<file path="config.mk">
export PLATFORM = sky130hd
export DESIGN_NAME = gyro_pointer_motion_unit_flat
export DESIGN_NICKNAME = d
export VERILOG_FILES = /design/src/rtl/core/gpm_pkg.sv /design/src/rtl/core/gpm_if.sv /design/src/rtl/core/gpm_ctrl.sv /design/src/rtl/core/gpm_datapath.sv /design/src/rtl/core/gyro_pointer_motion_unit.sv /design/src/flat_wrapper.sv
export SDC_FILE = /design/constraint.sdc
export NUM_CORES = 2
export LEC_CHECK = 0
export BUFFER_PORTS_ARGS = -buffer_cell sky130_fd_sc_hd__clkbuf_2
export CORE_MARGIN = 2
export CORE_UTILIZATION = 60
export DETAILED_ROUTE_END_ITERATION = 16
export GPL_ROUTABILITY_DRIVEN = 0
export GPL_TIMING_DRIVEN = 0
export PLACE_DENSITY = 0.77
export SETUP_SLACK_MARGIN = 0.3
export SYNTH_ARGS = -nofsm -noshare
export SYNTH_HDL_FRONTEND = slang
export SYNTH_SLANG_ARGS = --single-unit
</file>
<file path="constraint.sdc">
create_clock -name clk -period 26.1 [get_ports clk]
set_input_delay 0 -clock clk [delete_from_list [all_inputs] [get_ports clk]]
set_output_delay 0 -clock clk [all_outputs]
set_load 0.03 [all_outputs]
</file>
<file path="src/rtl/core/gpm_pkg.sv">
// ---------------------------------------------------------------------------
// gpm_pkg: shared definitions for the gyro pointer motion unit
//
// Fixed-point formats, configuration reset values, register indexes and the
// command and status words that pass between the controller and datapath.
// ---------------------------------------------------------------------------
package gpm_pkg;

  // Fraction bits of the smoothed values and accumulators.
  localparam int FRAC_BITS = 16;

  // Fraction bits of the sensitivity and smoothing weights (Q0.16).
  localparam int WEIGHT_BITS = 16;

  // Field widths.
  localparam int RATE_W     = 16;
  localparam int AXIS_W     = RATE_W + 1;
  localparam int MOVE_W     = 8;
  localparam int STATE_W    = 32;
  localparam int DEAD_W     = 15;
  localparam int WEIGHT_W   = WEIGHT_BITS;
  localparam int CFG_IDX_W  = 2;
  localparam int CFG_DATA_W = 16;

  // Shared multiplier operands and product.
  localparam int MUL_A_W = STATE_W;
  localparam int MUL_B_W = WEIGHT_W + 2;
  localparam int PROD_W  = MUL_A_W + MUL_B_W;

  // Rate times sensitivity, and its rescaling to FRAC_BITS.
  localparam int PROD_T_W = AXIS_W + WEIGHT_W;
  localparam int SCALE_UP = (FRAC_BITS >= WEIGHT_BITS) ? FRAC_BITS - WEIGHT_BITS : 0;
  localparam int SCALE_DN = (FRAC_BITS < WEIGHT_BITS) ? WEIGHT_BITS - FRAC_BITS : 0;
  localparam int SCALED_W = PROD_T_W + SCALE_UP;

  // Whole-pixel part of an accumulator.
  localparam int WHOLE_W = STATE_W - FRAC_BITS;

  // Configuration reset values.
  localparam logic [DEAD_W-1:0]   DEAD_BAND_RST   = DEAD_W'(16);
  localparam logic [WEIGHT_W-1:0] SENS_RST        = WEIGHT_W'(4588);
  localparam logic [WEIGHT_W-1:0] SMOOTHING_RST   = WEIGHT_W'(26214);

  // Largest emitted step.
  localparam int MOVE_LIMIT = 127;

  // Configuration register indexes.
  typedef enum logic [CFG_IDX_W-1:0] {
    REG_DEAD_BAND   = 2'd0,
    REG_SENSITIVITY = 2'd1,
    REG_SMOOTHING   = 2'd2
  } cfg_idx_t;

  // Axis select: the vertical axis is worked first.
  typedef enum logic {
    AXIS_Y = 1'b0,
    AXIS_X = 1'b1
  } axis_t;

  // Datapath operations.
  typedef enum logic [3:0] {
    OP_NONE  = 4'd0,
    OP_LOAD  = 4'd1,
    OP_MUL_T = 4'd2,
    OP_TGT   = 4'd3,
    OP_MUL_A = 4'd4,
    OP_MUL_B = 4'd5,
    OP_FILT  = 4'd6,
    OP_UPD   = 4'd7,
    OP_EMIT  = 4'd8
  } dp_op_t;

  typedef struct packed {
    dp_op_t op;
    axis_t  sel;
  } dp_cmd_t;

  typedef struct packed {
    logic out_free;
  } dp_stat_t;

endpackage

</file>
<file path="src/rtl/core/gpm_if.sv">
// ---------------------------------------------------------------------------
// gpm_if: channel interfaces of the gyro pointer motion unit
//
// Sample input, move output and configuration write channels, each a
// valid/ready handshake with its payload.
// ---------------------------------------------------------------------------
interface gpm_in_if import gpm_pkg::*; ();
  logic                     valid;
  logic                     ready;
  logic signed [RATE_W-1:0] gyro_x_rate;
  logic signed [RATE_W-1:0] gyro_z_rate;

  modport source (output valid, output gyro_x_rate, output gyro_z_rate, input ready);
  modport sink   (input valid, input gyro_x_rate, input gyro_z_rate, output ready);
endinterface

interface gpm_out_if import gpm_pkg::*; ();
  logic                     valid;
  logic                     ready;
  logic signed [MOVE_W-1:0] move_x;
  logic signed [MOVE_W-1:0] move_y;

  modport source (output valid, output move_x, output move_y, input ready);
  modport sink   (input valid, input move_x, input move_y, output ready);
endinterface

interface gpm_cfg_if import gpm_pkg::*; ();
  logic                  valid;
  logic                  ready;
  logic [CFG_IDX_W-1:0]  index;
  logic [CFG_DATA_W-1:0] data;

  modport source (output valid, output index, output data, input ready);
  modport sink   (input valid, input index, input data, output ready);
endinterface

</file>
<file path="src/rtl/core/gpm_ctrl.sv">
// ---------------------------------------------------------------------------
// gpm_ctrl: sequencer of the gyro pointer motion unit
//
// Steps the datapath through the three shared-multiplier products and the
// filter and accumulator update of each axis, then the move emission.
// ---------------------------------------------------------------------------
module gpm_ctrl import gpm_pkg::*; (
  input  logic     clk,
  input  logic     rst,
  input  logic     in_valid,
  output logic     in_ready,
  input  dp_stat_t stat,
  output dp_cmd_t  cmd
);

  typedef enum logic [7:0] {
    ST_IDLE  = 8'b0000_0001,
    ST_MUL_T = 8'b0000_0010,
    ST_TGT   = 8'b0000_0100,
    ST_MUL_A = 8'b0000_1000,
    ST_MUL_B = 8'b0001_0000,
    ST_FILT  = 8'b0010_0000,
    ST_UPD   = 8'b0100_0000,
    ST_EMIT  = 8'b1000_0000
  } state_t;

  state_t state, state_next;
  axis_t  axis, axis_next;

  // A new word is taken only between items, and never while in reset.
  assign in_ready = (state == ST_IDLE) && !rst;

  // Next state and the command for the current step.
  always_comb begin
    state_next = state;
    axis_next  = axis;
    cmd.op     = OP_NONE;
    cmd.sel    = axis;
    case (state)
      ST_IDLE: begin
        if (in_valid && in_ready) begin
          cmd.op     = OP_LOAD;
          axis_next  = AXIS_Y;
          state_next = ST_MUL_T;
        end
      end
      ST_MUL_T: begin
        cmd.op     = OP_MUL_T;
        state_next = ST_TGT;
      end
      ST_TGT: begin
        cmd.op     = OP_TGT;
        state_next = ST_MUL_A;
      end
      ST_MUL_A: begin
        cmd.op     = OP_MUL_A;
        state_next = ST_MUL_B;
      end
      ST_MUL_B: begin
        cmd.op     = OP_MUL_B;
        state_next = ST_FILT;
      end
      ST_FILT: begin
        cmd.op     = OP_FILT;
        state_next = ST_UPD;
      end
      ST_UPD: begin
        cmd.op = OP_UPD;
        if (axis == AXIS_Y) begin
          axis_next  = AXIS_X;
          state_next = ST_MUL_T;
        end else begin
          state_next = ST_EMIT;
        end
      end
      ST_EMIT: begin
        // Hold here while the previous move still waits at the output.
        if (stat.out_free) begin
          cmd.op     = OP_EMIT;
          state_next = ST_IDLE;
        end
      end
      default: begin
        state_next = ST_IDLE;
      end
    endcase
  end

  // State registers.
  always_ff @(posedge clk) begin
    if (rst) begin
      state <= ST_IDLE;
      axis  <= AXIS_Y;
    end else begin
      state <= state_next;
      axis  <= axis_next;
    end
  end

endmodule

</file>
<file path="src/rtl/core/gpm_datapath.sv">
// ---------------------------------------------------------------------------
// gpm_datapath: arithmetic and state of the gyro pointer motion unit
//
// Holds the configuration, the per-axis smoothed values and accumulators,
// one shared signed multiplier and the output register.
// ---------------------------------------------------------------------------
module gpm_datapath import gpm_pkg::*; (
  input  logic       clk,
  input  logic       rst,
  input  dp_cmd_t    cmd,
  output dp_stat_t   stat,
  gpm_in_if.sink     sample,
  gpm_out_if.source  move,
  gpm_cfg_if.sink    cfg
);

  localparam logic signed [SCALED_W:0] DN_BIAS =
    (SCALED_W + 1)'((64'd1 << SCALE_DN) - 64'd1);
  localparam logic signed [PROD_W:0] WEIGHT_BIAS =
    (PROD_W + 1)'((64'd1 << WEIGHT_BITS) - 64'd1);
  localparam logic signed [STATE_W:0] FRAC_BIAS =
    (STATE_W + 1)'((64'd1 << FRAC_BITS) - 64'd1);
  localparam logic [MUL_B_W-1:0] WEIGHT_ONE = MUL_B_W'(64'd1 << WEIGHT_BITS);
  localparam logic signed [WHOLE_W-1:0] WHOLE_HI = WHOLE_W'(MOVE_LIMIT);
  localparam logic signed [WHOLE_W-1:0] WHOLE_LO = -WHOLE_W'(MOVE_LIMIT);

  // Saturates a sign-extended value to the signed 32-bit range.
  function automatic logic signed [STATE_W-1:0] sat32(input logic signed [63:0] v);
    logic signed [63:0] hi;
    logic signed [63:0] lo;
    hi = 64'sh0000_0000_7FFF_FFFF;
    lo = -64'sh0000_0000_8000_0000;
    if (v > hi) begin
      sat32 = hi[STATE_W-1:0];
    end else if (v < lo) begin
      sat32 = lo[STATE_W-1:0];
    end else begin
      sat32 = v[STATE_W-1:0];
    end
  endfunction

  // Saturates a whole-pixel count to the emitted step range.
  function automatic logic signed [MOVE_W-1:0] sat_move(input logic signed [WHOLE_W-1:0] w);
    if (w > WHOLE_HI) begin
      sat_move = MOVE_W'(MOVE_LIMIT);
    end else if (w < WHOLE_LO) begin
      sat_move = -MOVE_W'(MOVE_LIMIT);
    end else begin
      sat_move = w[MOVE_W-1:0];
    end
  endfunction

  // Configuration registers.
  logic [DEAD_W-1:0]   dead_band;
  logic [WEIGHT_W-1:0] sensitivity;
  logic [WEIGHT_W-1:0] smoothing;

  // Per-axis state, indexed by axis_t.
  logic signed [AXIS_W-1:0]  rate   [2];
  logic signed [STATE_W-1:0] smooth [2];
  logic signed [STATE_W-1:0] accum  [2];

  // Working registers.
  logic signed [STATE_W-1:0] target;
  logic signed [PROD_W-1:0]  prod;
  logic signed [PROD_W-1:0]  part;
  logic signed [STATE_W-1:0] sm;

  // Output register.
  logic                     out_valid;
  logic signed [MOVE_W-1:0] out_x;
  logic signed [MOVE_W-1:0] out_y;

  // Combinational signals.
  logic signed [MUL_A_W-1:0]  mul_a;
  logic signed [MUL_B_W-1:0]  mul_b;
  logic signed [PROD_W-1:0]   mul_p;
  logic signed [AXIS_W-1:0]   rate_sel;
  logic signed [PROD_T_W-1:0] prod_t;
  logic signed [SCALED_W:0]   scaled;
  logic signed [SCALED_W:0]   scaled_q;
  logic signed [PROD_W:0]     fsum;
  logic signed [PROD_W:0]     fsum_q;
  logic [AXIS_W-1:0]          mag;
  logic                       in_dead;
  logic signed [STATE_W:0]    asum;
  logic signed [STATE_W:0]    ab_y;
  logic signed [STATE_W:0]    ab_x;
  logic signed [STATE_W:0]    aq_y;
  logic signed [STATE_W:0]    aq_x;
  logic signed [WHOLE_W-1:0]  whole_y;
  logic signed [WHOLE_W-1:0]  whole_x;

  assign cfg.ready     = !rst;
  assign move.valid    = out_valid;
  assign move.move_x   = out_x;
  assign move.move_y   = out_y;
  assign stat.out_free = !out_valid || move.ready;

  // Shared multiplier operand selection.
  always_comb begin
    rate_sel = rate[cmd.sel];
    mul_a    = '0;
    mul_b    = '0;
    case (cmd.op)
      OP_MUL_T: begin
        mul_a = MUL_A_W'(rate_sel);
        mul_b = MUL_B_W'(sensitivity);
      end
      OP_MUL_A: begin
        mul_a = target;
        mul_b = WEIGHT_ONE - MUL_B_W'(smoothing);
      end
      OP_MUL_B: begin
        mul_a = smooth[cmd.sel];
        mul_b = MUL_B_W'(smoothing);
      end
      default: begin
        mul_a = '0;
        mul_b = '0;
      end
    endcase
    mul_p = PROD_W'(mul_a) * PROD_W'(mul_b);
  end

  // Rescaling of rate times sensitivity to the accumulator format.
  always_comb begin
    prod_t   = prod[PROD_T_W-1:0];
    scaled   = (SCALED_W + 1)'(prod_t) <<< SCALE_UP;
    scaled_q = (scaled + (scaled < 0 ? DN_BIAS : '0)) >>> SCALE_DN;
  end

  // Filter sum, divided by the weight scale toward zero.
  always_comb begin
    fsum   = (PROD_W + 1)'(part) + (PROD_W + 1)'(prod);
    fsum_q = (fsum + (fsum < 0 ? WEIGHT_BIAS : '0)) >>> WEIGHT_BITS;
  end

  // Deadzone test and accumulator sum of the selected axis.
  always_comb begin
    mag     = (rate_sel < 0) ? AXIS_W'(-rate_sel) : AXIS_W'(rate_sel);
    in_dead = (mag <= AXIS_W'(dead_band));
    asum    = (STATE_W + 1)'(accum[cmd.sel]) + (STATE_W + 1)'(sm);
  end

  // Whole-pixel parts, truncated toward zero.
  always_comb begin
    ab_y    = (STATE_W + 1)'(accum[AXIS_Y]);
    ab_x    = (STATE_W + 1)'(accum[AXIS_X]);
    aq_y    = (ab_y + (ab_y < 0 ? FRAC_BIAS : '0)) >>> FRAC_BITS;
    aq_x    = (ab_x + (ab_x < 0 ? FRAC_BIAS : '0)) >>> FRAC_BITS;
    whole_y = aq_y[WHOLE_W-1:0];
    whole_x = aq_x[WHOLE_W-1:0];
  end

  // Configuration writes; an index past the list is ignored.
  always_ff @(posedge clk) begin
    if (rst) begin
      dead_band   <= DEAD_BAND_RST;
      sensitivity <= SENS_RST;
      smoothing   <= SMOOTHING_RST;
    end else if (cfg.valid) begin
      case (cfg.index)
        REG_DEAD_BAND:   dead_band   <= cfg.data[DEAD_W-1:0];
        REG_SENSITIVITY: sensitivity <= cfg.data[WEIGHT_W-1:0];
        REG_SMOOTHING:   smoothing   <= cfg.data[WEIGHT_W-1:0];
        default: begin
        end
      endcase
    end
  end

  // Working registers; they need no reset.
  always_ff @(posedge clk) begin
    case (cmd.op)
      OP_LOAD: begin
        rate[AXIS_X] <= -AXIS_W'(sample.gyro_x_rate);
        rate[AXIS_Y] <= AXIS_W'(sample.gyro_z_rate);
      end
      OP_MUL_T: prod <= mul_p;
      OP_TGT:   target <= sat32(64'(scaled_q));
      OP_MUL_A: prod <= mul_p;
      OP_MUL_B: begin
        part <= prod;
        prod <= mul_p;
      end
      OP_FILT:  sm <= fsum_q[STATE_W-1:0];
      default: begin
      end
    endcase
  end

  // Smoothed values and accumulators.
  always_ff @(posedge clk) begin
    if (rst) begin
      smooth[AXIS_Y] <= '0;
      smooth[AXIS_X] <= '0;
      accum[AXIS_Y]  <= '0;
      accum[AXIS_X]  <= '0;
    end else if (cmd.op == OP_UPD) begin
      if (in_dead) begin
        smooth[cmd.sel] <= '0;
        accum[cmd.sel]  <= '0;
      end else if (target != '0) begin
        smooth[cmd.sel] <= sm;
        accum[cmd.sel]  <= sat32(64'(asum));
      end
    end else if (cmd.op == OP_EMIT) begin
      // Removing a zero whole part leaves the accumulator as it is.
      accum[AXIS_Y] <= accum[AXIS_Y] - {whole_y, {FRAC_BITS{1'b0}}};
      accum[AXIS_X] <= accum[AXIS_X] - {whole_x, {FRAC_BITS{1'b0}}};
    end
  end

  // Output valid flag: set only when a whole pixel has built up.
  always_ff @(posedge clk) begin
    if (rst) begin
      out_valid <= 1'b0;
    end else if (cmd.op == OP_EMIT && (whole_x != '0 || whole_y != '0)) begin
      out_valid <= 1'b1;
    end else if (move.ready) begin
      out_valid <= 1'b0;
    end
  end

  always_ff @(posedge clk) begin
    if (cmd.op == OP_EMIT) begin
      out_x <= sat_move(whole_x);
      out_y <= sat_move(whole_y);
    end
  end

endmodule

</file>
<file path="src/rtl/core/gyro_pointer_motion_unit.sv">
// ---------------------------------------------------------------------------
// gyro_pointer_motion_unit: gyro rates to relative pointer moves
//
//   channel  dir  handshake           payload
//   sample   in   valid/ready         gyro_x_rate, gyro_z_rate (s16 each)
//   move     out  valid/ready         move_x, move_y (s8 each, +-127)
//   cfg      in   valid/ready (ready) index (2 bits), data (16 bits)
//
// An item takes one step to take the word, six steps per axis around the
// single shared 32x18 multiplier (three products each) and one to emit.
// The move lands in the output register at the emit step, and the next
// word can be taken once that step is done.
// Reset (rst, synchronous) restores the register defaults and clears the
// smoothed values and accumulators. A move waiting at the output does not
// stop the next word being taken; it stalls only the emit step behind it.
// ---------------------------------------------------------------------------
module gyro_pointer_motion_unit import gpm_pkg::*; (
  input  logic      clk,
  input  logic      rst,
  gpm_in_if.sink    sample,
  gpm_out_if.source move,
  gpm_cfg_if.sink   cfg
);

  dp_cmd_t  cmd;
  dp_stat_t stat;
  logic     in_ready;

  // The sequencer decides when a sample word is taken.
  assign sample.ready = in_ready;

  // Sequencer.
  gpm_ctrl u_ctrl (
    .clk      (clk),
    .rst      (rst),
    .in_valid (sample.valid),
    .in_ready (in_ready),
    .stat     (stat),
    .cmd      (cmd)
  );

  // Arithmetic, state and output register.
  gpm_datapath u_datapath (
    .clk    (clk),
    .rst    (rst),
    .cmd    (cmd),
    .stat   (stat),
    .sample (sample),
    .move   (move),
    .cfg    (cfg)
  );

endmodule

</file>
<file path="src/flat_wrapper.sv">
// flat-port wrapper written by rule: the top's interface ports become plain ports
module gyro_pointer_motion_unit_flat import gpm_pkg::*;
  (clk, rst, sample_valid, sample_gyro_x_rate, sample_gyro_z_rate, sample_ready, move_valid, move_move_x, move_move_y, move_ready, cfg_valid, cfg_index, cfg_data, cfg_ready);
  gpm_in_if sample_i ();
  gpm_out_if move_i ();
  gpm_cfg_if cfg_i ();
  input  logic clk;
  input  logic rst;
  input wire logic [$bits(sample_i.valid)-1:0] sample_valid;
  input wire logic [$bits(sample_i.gyro_x_rate)-1:0] sample_gyro_x_rate;
  input wire logic [$bits(sample_i.gyro_z_rate)-1:0] sample_gyro_z_rate;
  output wire logic [$bits(sample_i.ready)-1:0] sample_ready;
  output wire logic [$bits(move_i.valid)-1:0] move_valid;
  output wire logic [$bits(move_i.move_x)-1:0] move_move_x;
  output wire logic [$bits(move_i.move_y)-1:0] move_move_y;
  input wire logic [$bits(move_i.ready)-1:0] move_ready;
  input wire logic [$bits(cfg_i.valid)-1:0] cfg_valid;
  input wire logic [$bits(cfg_i.index)-1:0] cfg_index;
  input wire logic [$bits(cfg_i.data)-1:0] cfg_data;
  output wire logic [$bits(cfg_i.ready)-1:0] cfg_ready;
  assign sample_i.valid = sample_valid;
  assign sample_i.gyro_x_rate = sample_gyro_x_rate;
  assign sample_i.gyro_z_rate = sample_gyro_z_rate;
  assign sample_ready = sample_i.ready;
  assign move_valid = move_i.valid;
  assign move_move_x = move_i.move_x;
  assign move_move_y = move_i.move_y;
  assign move_i.ready = move_ready;
  assign cfg_i.valid = cfg_valid;
  assign cfg_i.index = cfg_index;
  assign cfg_i.data = cfg_data;
  assign cfg_ready = cfg_i.ready;
  gyro_pointer_motion_unit u_core (.clk(clk), .rst(rst), .sample(sample_i), .move(move_i), .cfg(cfg_i));
endmodule
</file>
After elaboration in Yosys (flattened, before gate mapping)
Memory sizes are Yosys's and may differ from the RTL's. A register that Yosys moved wholly into a read port is not among the register bits.
Index checks and enable logic that the tools add are counted.

cells by class
  add/subtract/negate cells = 10
  reductions and logical operators = 23
  multiplexer cells = 59
  multipliers = 1
  equal/unequal tests = 20
  $lt $le $gt $ge = 13
  bitwise logic cells = 4

operator list
  kind                      number
  $mux W32                  13
  $pmux W32 S3              1
  $gt A33 B32 Y1 const B    2
  $lt A33 B32 Y1 const B    2
  $add A32 B17 Y32          2
  $lt A32 B1 Y1 const B     2
  $pmux W8 S8               1
  $reduce_or A32 Y1         2
  $sub A32 B32 Y32          2
  $pmux W18 S3              1
  $add A50 B50 Y51          1
  $lt A51 B1 Y1 const B     1
  $mul A32 B18 Y50          1
  $add A48 B16 Y48          1
  $mux W16                  3
  $mux W8                   5
  $add A32 B32 Y33          1
  $gt A16 B8 Y1 const B     2
  $lt A16 B8 Y1 const B     2
  $pmux W4 S8               1
  $reduce_bool A16 Y1       2
  $reduce_bool A32 Y1       1
  $mux W1                   31
  $sub A17 B16 Y18 const A  1
  other kinds (31)          49

word-level totals
  register bits = 237
  memories = 3
  logic and storage cells = 147
  RAM bits = 162
  input port bits = 55

memory list
  memory                    depth  width  rd ports  clocked after memory_dff  write ports  line                source
  u_core.u_datapath.accum   2      32     3         1                         2            gpm_datapath.sv:61  logic signed [STATE_W-1:0] accum [2];
  u_core.u_datapath.smooth  2      32     1         1                         2            gpm_datapath.sv:60  logic signed [STATE_W-1:0] smooth [2];
  u_core.u_datapath.rate    2      17     1         1                         2            gpm_datapath.sv:59  logic signed [AXIS_W-1:0] rate [2];

Longest topological paths before layout
  word-level depth = 12
  mapped depth = 36
  mapped depth without buffers = 35

Worst setup path before layout
OpenSTA, ideal clock, no wires.

  path type = reg-to-reg
  start point = reg u_core.u_ctrl.state[1]
  end point = reg u_core.u_datapath.prod[49] (data pin)
  arrival = 9.493 ns
  cell stages (with the launch flop) = 33
  setup slack = 16.349 ns
  period minus slack after synthesis = 9.751 ns
  buffers on the path = 2
  library setup time = 0.258 ns
  data required time = 25.842 ns
  path through = dfxtp_1 > nor2_1 > nand2_1 > nor3_1 > nand3b_1 > clkinv_1 > clkbuf_1 > clkbuf_1 > a221oi_1 > nor2_1 > fa_1 > inv_1 > fa_1 > fa_1 > inv_1 > fa_1 > fa_1 > inv_1 > fa_1 > inv_1 > ha_1 > nand2_1 > o21ai_0 > nor2_1 > a311oi_1 > o2111ai_1 > a2111oi_0 > o31ai_1 > nand2b_1 > a41o_1 > a41oi_1 > a31o_2 > xnor2_1

between the ends
  cells in the longest elaborated chain, start to end = 8
  elaborated cells between the ends (all ways) = 18

RTL lines
  element                                       line                            source
  start: declaration                            gpm_ctrl.sv:27                  state_t state, state_next;
  start signal: assignment                      gpm_ctrl.sv:95                  state <= state_next;
  $eq A8 B1 Y1                                  gpm_ctrl.sv:31, gpm_ctrl.sv:39
  $logic_and A1 B1 Y1                           gpm_ctrl.sv:31                  assign in_ready = (state == ST_IDLE) && !rst;
  $logic_and A1 B1 Y1                           gpm_ctrl.sv:41                  if (in_valid && in_ready) begin
  $mux W1                                       gpm_ctrl.sv:41
  $pmux W4 S8 *                                 gpm_ctrl.sv:39                  case (state)
  $eq A4 B3 Y1 or $eq A4 B2 Y1 (tied branches)  gpm_datapath.sv:105             case (cmd.op)
  $pmux W32 S3 or $pmux W18 S3 (tied branches)  gpm_datapath.sv:105
  $mul A32 B18 Y50 *                            gpm_datapath.sv:123             mul_p = PROD_W'(mul_a) * PROD_W'(mul_b);
  net u_core.u_datapath.mul_p[49]               gpm_datapath.sv:77              logic signed [PROD_W-1:0] mul_p;
  end signal: assignment                        gpm_datapath.sv:180             OP_MUL_T: prod <= mul_p;
  end signal: assignment                        gpm_datapath.sv:182             OP_MUL_A: prod <= mul_p;
  end signal: assignment                        gpm_datapath.sv:185             prod <= mul_p;
  end: declaration                              gpm_datapath.sv:65              logic signed [PROD_W-1:0] prod;

The timed path passes the listed nets; every way through them passes the cells marked *.
A chain may end at the register's enable or synchronous reset.

==> results.md <==
- The worst endpoint required time is roughly 26 ns.
- In this run the number of H-tree levels came out at 2.
- Buffers placed on the I/O ports in this run total 73.
- The floorplan step set the die width to about 280 um.
- Dividing the final minimum period by the clock period gives 0.478.
- Across the routed clock network, the largest skew measured is 0.0424 ns.
- The final route contains 37.6k vias.
- The relative slew slack is 0.0122.
- The tightest hold path in the finished design has a slack of 0.103 ns.
- The critical path contains buffers and inverters numbering 8 combined.
- Yosys printed 0 warnings.
- At the pin with the least slew margin, the transition time is ~1.5 ns.
- The floorplan has a little under 100 rows.
- Of the synthesized area, sequential elements account for 0.258.
- The number of standard cells in the final layout excluding fillers is ~6.0k.
- The number of violations reported at the end of detailed-routing iteration 0 is roughly 4.3k.
- Including well taps, the total number of placed cells is a little under 6k.
- The initial core utilization is 0.606.
- The most numerous cell type found on the critical path is sky130_fd_sc_hd__fa_1.
- The worst setup path is captured at a flop.
- The critical path arrival is 12.80 ns.
- The combined area of all synthesized cells is roughly 0.044 sq mm.
- The height of the die is ~280 um.
- The highest achievable clock rate is 80.2 MHz.
- Measured on the finished design, the core utilization comes to 0.661.
- The clock latency on the worst-skew pair is a little over 0.6 ns.
- In this run the worst hold path is classified as in -> reg.
- The core region area is approximately 0.073 sq mm.
- The count of final setup violators is 0.
- The cell count after synthesis came out at 4,802.
- The classification of the worst setup path is reg -> reg.
- The number of buffers created by CTS is 44.
- Adding up every negative setup slack in the final design gives 0 ns.
- The count of TritonRoute iterations in the first routing pass is 9.
- The largest fanout on the critical path is 10.
- The run finished with clean final reports.
- The maximum vdd ir drop is around 0.065 mV.
- The first global-routing pass estimated 208,000 um of wire.
- The via count of the first global-routing pass is between 30k and 40k.
- Of the post-synthesis cell area, the dominant cell type holds 0.237.
- The total count of hold-check failures in the final report came to 0.
- The net count of the finished layout is just under 6k.
- The initial antenna violation count is 4.
- In the synthesized netlist the dominant register cell turns out to be sky130_fd_sc_hd__edfxtp_1.
- After synthesis, the cell types taking the most area are sky130_fd_sc_hd__fa_1 24%, sky130_fd_sc_hd__edfxtp_1 23%, sky130_fd_sc_hd__ha_1 8.2%.
- The clock tree from TritonCTS is done.
- The wire length per cell after detailed routing is 22.8 um.
- The number of clock sinks is 399.
- Once detail routing completed, the nets flagged for antenna violations numbered 0.
- The die covers around 0.076 sq mm.
- The total power divided by cell area is about 31 mW/mm^2.
- After layout, the design draws a total of ~1.5 mW.
- The cell family with the largest share of critical-path delay is compound AO/OA/AOI/OAI gates.
- The number of storage elements in the synthesis netlist is about 400.
- The count of distinct cell types in the synthesized netlist is 99.
- Across all setup checks in the final design, the least slack found is roughly 14 ns.
- After detailed placement, the total cell area comes to 0.0460 sq mm.
- STA classifies the critical path startpoint as a flop.
- The clock transition at the registers of the reported paths is ~0.060 ns.
- Entering global routing, the biggest net connects 40 pins.
- The analysis attributes to cell leakage a power of around 21 nW.
- After synthesis, the mean cell area works out to 9.21 sq um.
- The area growth from synthesis to layout is 9.10%.
- The global routing usage summed across all routing layers is 0.361.
- The number of top-level pins is 74.
- The post-detailed-placement half-perimeter wirelength is 107,000 um.
- The count of flip-flops with a built-in enable after synthesis is 341.
- The max-slew violation count was 0.
- The deepest clock path buffer count is 3.
- After routing the design area is approximately 0.048 sq mm.
- The number of maximum-capacitance constraint violations is 0.
- The share of flip-flops with an asynchronous set or reset is 0.
- The post-place setup slack is 13.96 ns.
- The final critical delay including setup and external delays is approximately 12 ns.
- The routed design has 137,000 um of wire.
- Setup repair after global routing left no endpoint under its margin.
- On the worst path, the slowest cell contributes a delay of roughly 0.94 ns.
- The net count after synthesis is about 5.7k.
- The fraction of final layout cells sized beyond drive strength 1 is 0.0595.
- In the routed design, unresolved DRC markers number 0.
- The via count normalized by instance count is 6.25.
- The clock root buffer is sky130_fd_sc_hd__clkbuf_16.
- The cell taking the most area after synthesis is sky130_fd_sc_hd__fa_1.
- The slowest stage of the critical path is the sky130_fd_sc_hd__a221oi_1 cell.
- The final global-route overflow total is 0.
## logic make-up after synthesis
family / share of synthesized area
simple gates: 0.155
buf+inv: 0.0776
fa+ha+maj: 0.320
compound gates: 0.123
flops: 0.258
xor+xnor: 0.0469
mux: 0.0199
## worst min-delay path: cells and delay by family
kind          cells  cell delay [ns]
buf+inv           2             0.52
simple gates      1             0.12
## placed cells by master, fill, tap and decap left out, types with 25 or more instances in the layout
master	count
sky130_fd_sc_hd__nand4_1	46
sky130_fd_sc_hd__edfxtp_1	341
sky130_fd_sc_hd__a21oi_1	233
sky130_fd_sc_hd__clkbuf_2	77
sky130_fd_sc_hd__o21a_1	32
sky130_fd_sc_hd__inv_1	705
sky130_fd_sc_hd__nand2b_1	33
sky130_fd_sc_hd__a21o_1	92
sky130_fd_sc_hd__clkbuf_16	46
sky130_fd_sc_hd__o21ai_0	139
sky130_fd_sc_hd__clkbuf_1	173
sky130_fd_sc_hd__nor3_1	60
sky130_fd_sc_hd__xnor2_1	153
sky130_fd_sc_hd__and3_1	25
sky130_fd_sc_hd__a221o_1	26
sky130_fd_sc_hd__nand3_1	84
sky130_fd_sc_hd__o22ai_1	32
sky130_fd_sc_hd__mux2_2	49
sky130_fd_sc_hd__mux2i_1	33
sky130_fd_sc_hd__nand2_1	564
sky130_fd_sc_hd__nor2b_1	30
sky130_fd_sc_hd__dlygate4sd3_1	66
sky130_fd_sc_hd__dfxtp_1	58
sky130_fd_sc_hd__ha_1	291
sky130_fd_sc_hd__fa_1	523
sky130_fd_sc_hd__nor2_1	573
sky130_fd_sc_hd__xor2_1	83
## flip-flops by register name (all words and copies together), names as in the netlist, 16 cells and up, named ones only
name                           count
u_core.u_datapath.accum           64
u_core.u_datapath.smooth          64
u_core.u_datapath.part            50
u_core.u_datapath.prod            50
u_core.u_datapath.rate            33
u_core.u_datapath.sm              32
u_core.u_datapath.target          32
u_core.u_datapath.sensitivity     16
u_core.u_datapath.smoothing       16
## synth_stat cells, drive strengths merged, types with 16 or more instances
master,count
or3,16
clkbuf,172
o21bai,16
xor2,83
a211oi,23
nand2,567
ha,291
o211ai,22
dfxtp,58
xnor2,154
o22ai,32
a21o,92
nor2,573
a221oi,32
nor3,61
a221o,26
buf,24
mux2,49
fa,523
a21oi,234
mux2i,33
o21ai,143
nand2b,33
nor2b,30
nor4,24
nand3,85
nand4,46
o31ai,16
and2,28
o21a,32
edfxtp,341
a31oi,22
inv,705
and3,25
## routing by layer
layer	vias to the layer above	track usage	part of all wire
met1	18200	0.474	0.37
met2	2415	0.547	0.44
li1	16400	-	-
met4	4	0.175	0.058
met3	538	0.111	0.13
met5	-	0	0.00017
## power by group
part	internal [mW]	switching, mW
sequential	0.700	0.0117
clock	0.393	0.282
combinational	0.0458	0.0734
## final cells by class
class | instances | area (sq um)
antenna | 1 | 2.50
buffer | 196 | 781
clock buffer | 54 | 1210
clock inverter | 27 | 323
fill | 5757 | 24700
inverter | 707 | 2650
multi-input combinational | 3500 | 29500
sequential | 399 | 11400
tap | 959 | 1200
timing repair buffer | 161 | 1220
## path summary, 6_finish.rpt
kind	start	cells past startpoint	end	slack (ns)
worst max-delay path	flop	31	u_core.u_datapath.prod[46]$_DFFE_PP_	13.63
worst min register to register	u_core.u_datapath.dead_band[12]$_SDFFE_PP0P_	2	u_core.u_datapath.dead_band[12]$_SDFFE_PP0P_	0.46
worst max register to register	flop	31	u_core.u_datapath.prod[46]$_DFFE_PP_	13.63
worst min-delay path	rst	3	u_core.u_datapath.smoothing[9]$_SDFFE_PP1P_	0.10
## repair_timing
action | CTS | global route
gates resized for setup | 0 | 0
hold buffers | 66 | 0
setup buffers | 0 | 0
hold endpoints to repair | 85 | 0
(Power assumes the default switching activity.)
